File: config.mk
export PLATFORM = sky130hd
export DESIGN_NAME = hetps_eval
export DESIGN_NICKNAME = d
export VERILOG_FILES = /design/src/rtl/core/hetps_pkg.sv /design/src/rtl/core/hetps_eval.sv
export SDC_FILE = /design/constraint.sdc
export NUM_CORES = 1
export LEC_CHECK = 0
export BUFFER_PORTS_ARGS = -buffer_cell sky130_fd_sc_hd__buf_2
export CAP_MARGIN = 0
export CORE_AREA = 2 2 159 161
export DETAILED_ROUTE_END_ITERATION = 10
export DIE_AREA = 0 0 161 163
export SLEW_MARGIN = 0
export SYNTH_ARGS = -nofsm -noshare
export SYNTH_HDL_FRONTEND = slang
export SYNTH_SLANG_ARGS = --single-unit
File: constraint.sdc
create_clock -name vclk -period 3.1
set_input_delay 0.31 -clock vclk [all_inputs]
set_output_delay 0.31 -clock vclk [all_outputs]
set_load 0.005 [all_outputs]
File: src/rtl/core/hetps_pkg.sv
// Package for the hashed entry table: field widths, slot payload layout,
// operation and bound codes, and the item and result structs.
// No dependencies.
package hetps_pkg;

    localparam int SLOT_COUNT_DEF = 4096;

    localparam int HASH_W  = 64;
    localparam int DEPTH_W = 8;
    localparam int SCORE_W = 16;
    localparam int BOUND_W = 2;
    localparam int MOVE_W  = 32;
    localparam int GEN_W   = 6;
    localparam int PAY_W   = 64;

    // Payload layout: move[63:32] score[31:16] depth[15:8] age[7:2] bound[1:0]
    localparam int PAY_BOUND_LSB = 0;
    localparam int PAY_AGE_LSB   = 2;
    localparam int PAY_DEPTH_LSB = 8;
    localparam int PAY_SCORE_LSB = 16;
    localparam int PAY_MOVE_LSB  = 32;

    localparam int APB_DATA_W = 32;
    localparam int PADDR_W    = 3;

    // Word index of the register, taken from paddr[2]
    localparam logic REG_SEARCH_GENERATION = 1'b0;

    localparam logic OP_STORE = 1'b0;
    localparam logic OP_PROBE = 1'b1;

    localparam logic [BOUND_W-1:0] BOUND_EXACT = 2'd0;
    localparam logic [BOUND_W-1:0] BOUND_UPPER = 2'd1;
    localparam logic [BOUND_W-1:0] BOUND_LOWER = 2'd2;
    localparam logic [BOUND_W-1:0] BOUND_NONE  = 2'd3;

    typedef struct packed {
        logic                      op;
        logic [HASH_W-1:0]         hash;
        logic [DEPTH_W-1:0]        depth;
        logic signed [SCORE_W-1:0] score;
        logic [BOUND_W-1:0]        bound;
        logic [MOVE_W-1:0]         move;
        logic signed [SCORE_W-1:0] alpha;
        logic signed [SCORE_W-1:0] beta;
    } item_t;

    typedef struct packed {
        logic                      key_hit;
        logic                      cutoff;
        logic signed [SCORE_W-1:0] score;
        logic [MOVE_W-1:0]         move;
        logic                      written;
    } result_t;

endpackage

File: src/rtl/core/hetps_eval.sv
// Slot evaluation: replacement decision for stores, hit and cutoff for probes.
// Depends on hetps_pkg.
module hetps_eval
    import hetps_pkg::*;
(
    input  item_t              item,
    input  logic [GEN_W-1:0]   generation,
    input  logic [HASH_W-1:0]  slot_key,
    input  logic [PAY_W-1:0]   slot_pay,
    output result_t            res,
    output logic               slot_update,
    output logic [PAY_W-1:0]   new_pay
);

    logic                      key_match;
    logic [DEPTH_W-1:0]        slot_depth;
    logic [GEN_W-1:0]          slot_age;
    logic [BOUND_W-1:0]        slot_bound;
    logic signed [SCORE_W-1:0] slot_score;
    logic signed [SCORE_W-1:0] alpha;
    logic signed [SCORE_W-1:0] beta;
    logic                      keep;
    logic                      cut;
    logic signed [SCORE_W-1:0] chosen;

    assign key_match  = (slot_key == item.hash);
    assign slot_depth = slot_pay[PAY_DEPTH_LSB +: DEPTH_W];
    assign slot_age   = slot_pay[PAY_AGE_LSB +: GEN_W];
    assign slot_bound = slot_pay[PAY_BOUND_LSB +: BOUND_W];
    assign slot_score = slot_pay[PAY_SCORE_LSB +: SCORE_W];
    assign alpha      = item.alpha;
    assign beta       = item.beta;

    // Same position, current age and deeper: keep the slot
    assign keep = key_match && (slot_age == generation) && (slot_depth > item.depth);

    assign new_pay = {item.move, item.score, item.depth, generation, item.bound};

    always_comb
    begin
        cut    = 1'b0;
        chosen = '0;
        if (slot_depth >= item.depth)
        begin
            case (slot_bound)
                BOUND_EXACT:
                begin
                    cut    = 1'b1;
                    chosen = slot_score;
                end
                BOUND_UPPER:
                begin
                    cut    = (slot_score <= alpha);
                    chosen = alpha;
                end
                BOUND_LOWER:
                begin
                    cut    = (slot_score >= beta);
                    chosen = beta;
                end
                default:
                begin
                    cut    = 1'b0;
                    chosen = '0;
                end
            endcase
        end
    end

    always_comb
    begin
        res         = '0;
        slot_update = 1'b0;
        if (item.op == OP_STORE)
        begin
            slot_update = !keep;
            res.written = !keep;
        end
        else if (key_match)
        begin
            res.key_hit = 1'b1;
            res.move    = slot_pay[PAY_MOVE_LSB +: MOVE_W];
            res.cutoff  = cut;
            res.score   = cut ? chosen : '0;
        end
    end

endmodule

### Yosys cells after proc, flatten, opt, wreduce, memory -nomap -nowiden

Cells that the tools add are included.

| cells by class | value |
|---|---|
| $lt $le $gt $ge | 4 |
| equality and inequality tests | 4 |
| muxes and demuxes | 8 |
| reductions and logical operators | 4 |

Operator list:

| cell | count |
|---|---|
| 2-to-1 mux 50 bit | 2 |
| equality test 64 bit | 1 |
| case mux 16 bit (3 select lines) | 1 |
| 2-to-1 mux 16 bit | 2 |
| >= comparator 16 bit | 1 |
| less-or-equal comparator 16 bit | 1 |
| >= comparator 8 bit | 1 |
| > comparator 8 bit | 1 |
| equality test 6 bit | 1 |
| case mux 1 bit (3 select lines) | 1 |
| equality test 2 x 1 -> 1 bit, second input constant | 1 |
| equality test 2 bit, second input constant | 1 |
| logical AND 1 bit | 2 |
| zero test 2 bit | 1 |
| 2-to-1 mux 1 bit | 2 |
| zero test 1 bit | 1 |

| storage, ports and cells | value |
|---|---|
| flip-flop bits (word level) | 0 |
| input bits | 289 |
| output and inout bits | 116 |
| word-level logic and storage cells | 20 |

### Logic depth before layout (Yosys ltp)

| depth | value |
|---|---|
| depth after elaboration | 6 |
| gate-level depth with buffers | 9 |
| gate-level depth less buffers | 8 |

### Least setup slack after synthesis

Ideal clock, no wire load.

| path | value |
|---|---|
| path kind | in2out |
| from | input item[31] (netlist bit) |
| to | output res[40] (netlist bit) |
| arrival | 2.274 ns |
| required time | 2.790 ns |
| path slack | 0.516 ns |
| stages | 9 |
| path buffers | 1 |
| path through | inv_1 ha_1 nand4_1 or4_1 a21o_1 a311oi_2 nor3b_2 buf_6 nor4b_2 |

RTL lines:

| item | RTL line | RTL |
|---|---|---|
| start: declaration | hetps_eval.sv:6 | `input item_t item,` |
| end: declaration | hetps_eval.sv:10 | `output result_t res,` |

==> flow_metrics.env <==
export IMPL_antenna_found_initial=5
export IMPL_fin_setup_tns_ns=0
export IMPL_fin_area_um2=4646
export IMPL_seq_area_um2=0
export IMPL_syn_avg_cell_area_um2=7.399
export IMPL_cpPeakStageDelay_ns=0.53
export IMPL_cp_slowest_cell="or4_4"
export IMPL_cts_hold_fix_buffers=0
export IMPL_crit_cells=11
export IMPL_row_count=58
export IMPL_status="completed"
export IMPL_p_per_area_nw_per_um2=110.2
export IMPL_pin_count=405
export IMPL_grt_max_degree=35
export IMPL_cp_top_family="simple AND/OR/NAND/NOR gates"
export IMPL_die_y_um=163
export IMPL_worst_pin_slew_ns=0.6260
export IMPL_place_congestion=0.8601
export IMPL_endpoint_kind="primary output"
export IMPL_seq_area_frac_synth_pct=0
export IMPL_drc=0
export IMPL_clock_buffers=0
export IMPL_timing_fmax_ghz=0.3297
export IMPL_ant_nets=0
export IMPL_grt_overflow=0
export IMPL_yosysWarnings=0
export IMPL_start_util_pct=12.51
export IMPL_via_per_inst=3.877
export IMPL_die_w_um=161
export IMPL_first_pass_iters=4
export IMPL_hpwl_um=14570
export IMPL_nets=983
export IMPL_ir_drop_mv=0.05907
export IMPL_path_cells="buf_2 > inv_1 > ha_1 > nand4_1 > or4_4 > a21o_1 > a311oi_2 > nor3b_4 > buf_12 > nor4b_2 > buf_2"
export IMPL_first_iter_violations=139
export IMPL_path_class="primary input to primary output"
export IMPL_core_area_um2=24670
export IMPL_crit_arrival_ns=2.72
export IMPL_min_period_ns=3.034
export IMPL_finalHoldViolCount=0
export IMPL_cp_max_fo=11
export IMPL_crit_required_ns=2.79
export IMPL_maxSlewViolCount=0
export IMPL_whs_path_depth=0
export IMPL_startpoint_type="primary input"
export IMPL_power_uw=512.1
export IMPL_drt_total_wl_um=15860
export IMPL_cap_violations=0
export IMPL_syn_instance_count=417
export IMPL_setup_viol=0
export IMPL_grt_usage_pct=11.28
export IMPL_final_util_pct=18.83
export IMPL_ys_types=38
export IMPL_via_count=3811
export IMPL_portBuffers=305
export IMPL_path_common_cell="buf_2"
export IMPL_holdWs_ns=0.6200
export IMPL_area_delta_synth_final_pct=50.57
export IMPL_grt_pass1_vias=3777
export IMPL_wire_per_inst_um=16.13
export IMPL_dieArea_um2=26240
export IMPL_drive_gt1_share_pct=51.69
export IMPL_relSlewSlack_pct=58.26
export IMPL_grt_pass1_wl_um=22620
export IMPL_cp_num_buf_inv=4
export IMPL_leakage_uw=0.002680
export IMPL_period_share_pct=97.86
export IMPL_post_dp_cell_area_um2=4583
export IMPL_syn_cell_area_um2=3085
export IMPL_final_common_cell="buf_2"
export IMPL_final_cell_mix="buf_2, xor2_1, inv_1, ha_1, and3_1"
export IMPL_synth_fp_nets=746
export IMPL_hold_class="primary input to primary output"
export IMPL_design_seq_count=0
==> kinds of logic (layout without fill, tap and decap cells) <==
kind of cell	after synthesis	count (layout)	synth area share, %
buffers and inverters	121	356	23.03
XOR/XNOR	70	70	19.87
AND/OR/NAND/NOR	119	119	25.75
AO/OA/AOI/OAI	51	51	9.935
adder cells (fa/ha/maj)	40	40	16.22
other	0	1	0
multiplexers	16	16	5.190
==> power by group <==
group          total (uW)  internal [uW]  switching [uW]
sequential              0              0               0
clock           0.0000433      0.0000433               0
combinational         512            253             259
==> worst paths after layout <==
check / start / end
max: item[30] / res[45]
min: item[67] / new_pay[17]
==> cell type report <==
class | count | area (um2)
repair buffers | 316 | 1647
fillers | 2847 | 20030
well taps | 330 | 412.9
inverters | 40 | 150.1
multi-input cells | 296 | 2434
diodes | 1 | 2.502
==> repair_timing <==
item	in CTS	in global routing
pin swaps	0	2
setup buffers	0	1
setup endpoints to repair	3	16
gates resized for setup	3	6
==> per-layer routing <==
metal  vias up  GRT usage [%]  wire length, um
met2       161          19.27             7548
met3        30          2.699             1188
met1      1752          14.86             6896
li1       1864              -                -
met4         4          1.258              192
met5         -              0               29
==> cell usage after synthesis (all sizes together) (8+ instances only) <==
master	number	area, um2
buf	72	526.8
nand2	8	30.03
nor2	23	86.33
a21oi	29	145.1
nor4	18	127.6
and3	32	200.2
nand4	12	75.07
clkbuf	9	33.78
inv	40	150.1
nor4b	16	205.2
mux2i	16	160.2
ha	40	500.5
xor2	66	578.1
==> through the flow <==
stage	setup WS [ns]	cells
floorplan	0.5163	417
global placement	-0.01221	981
detailed placement	-0.05263	981
CTS	0.009010	981
global route	-0.01469	982
finish	0.06649	983
Note: power is estimated with default switching activity, not from simulation.
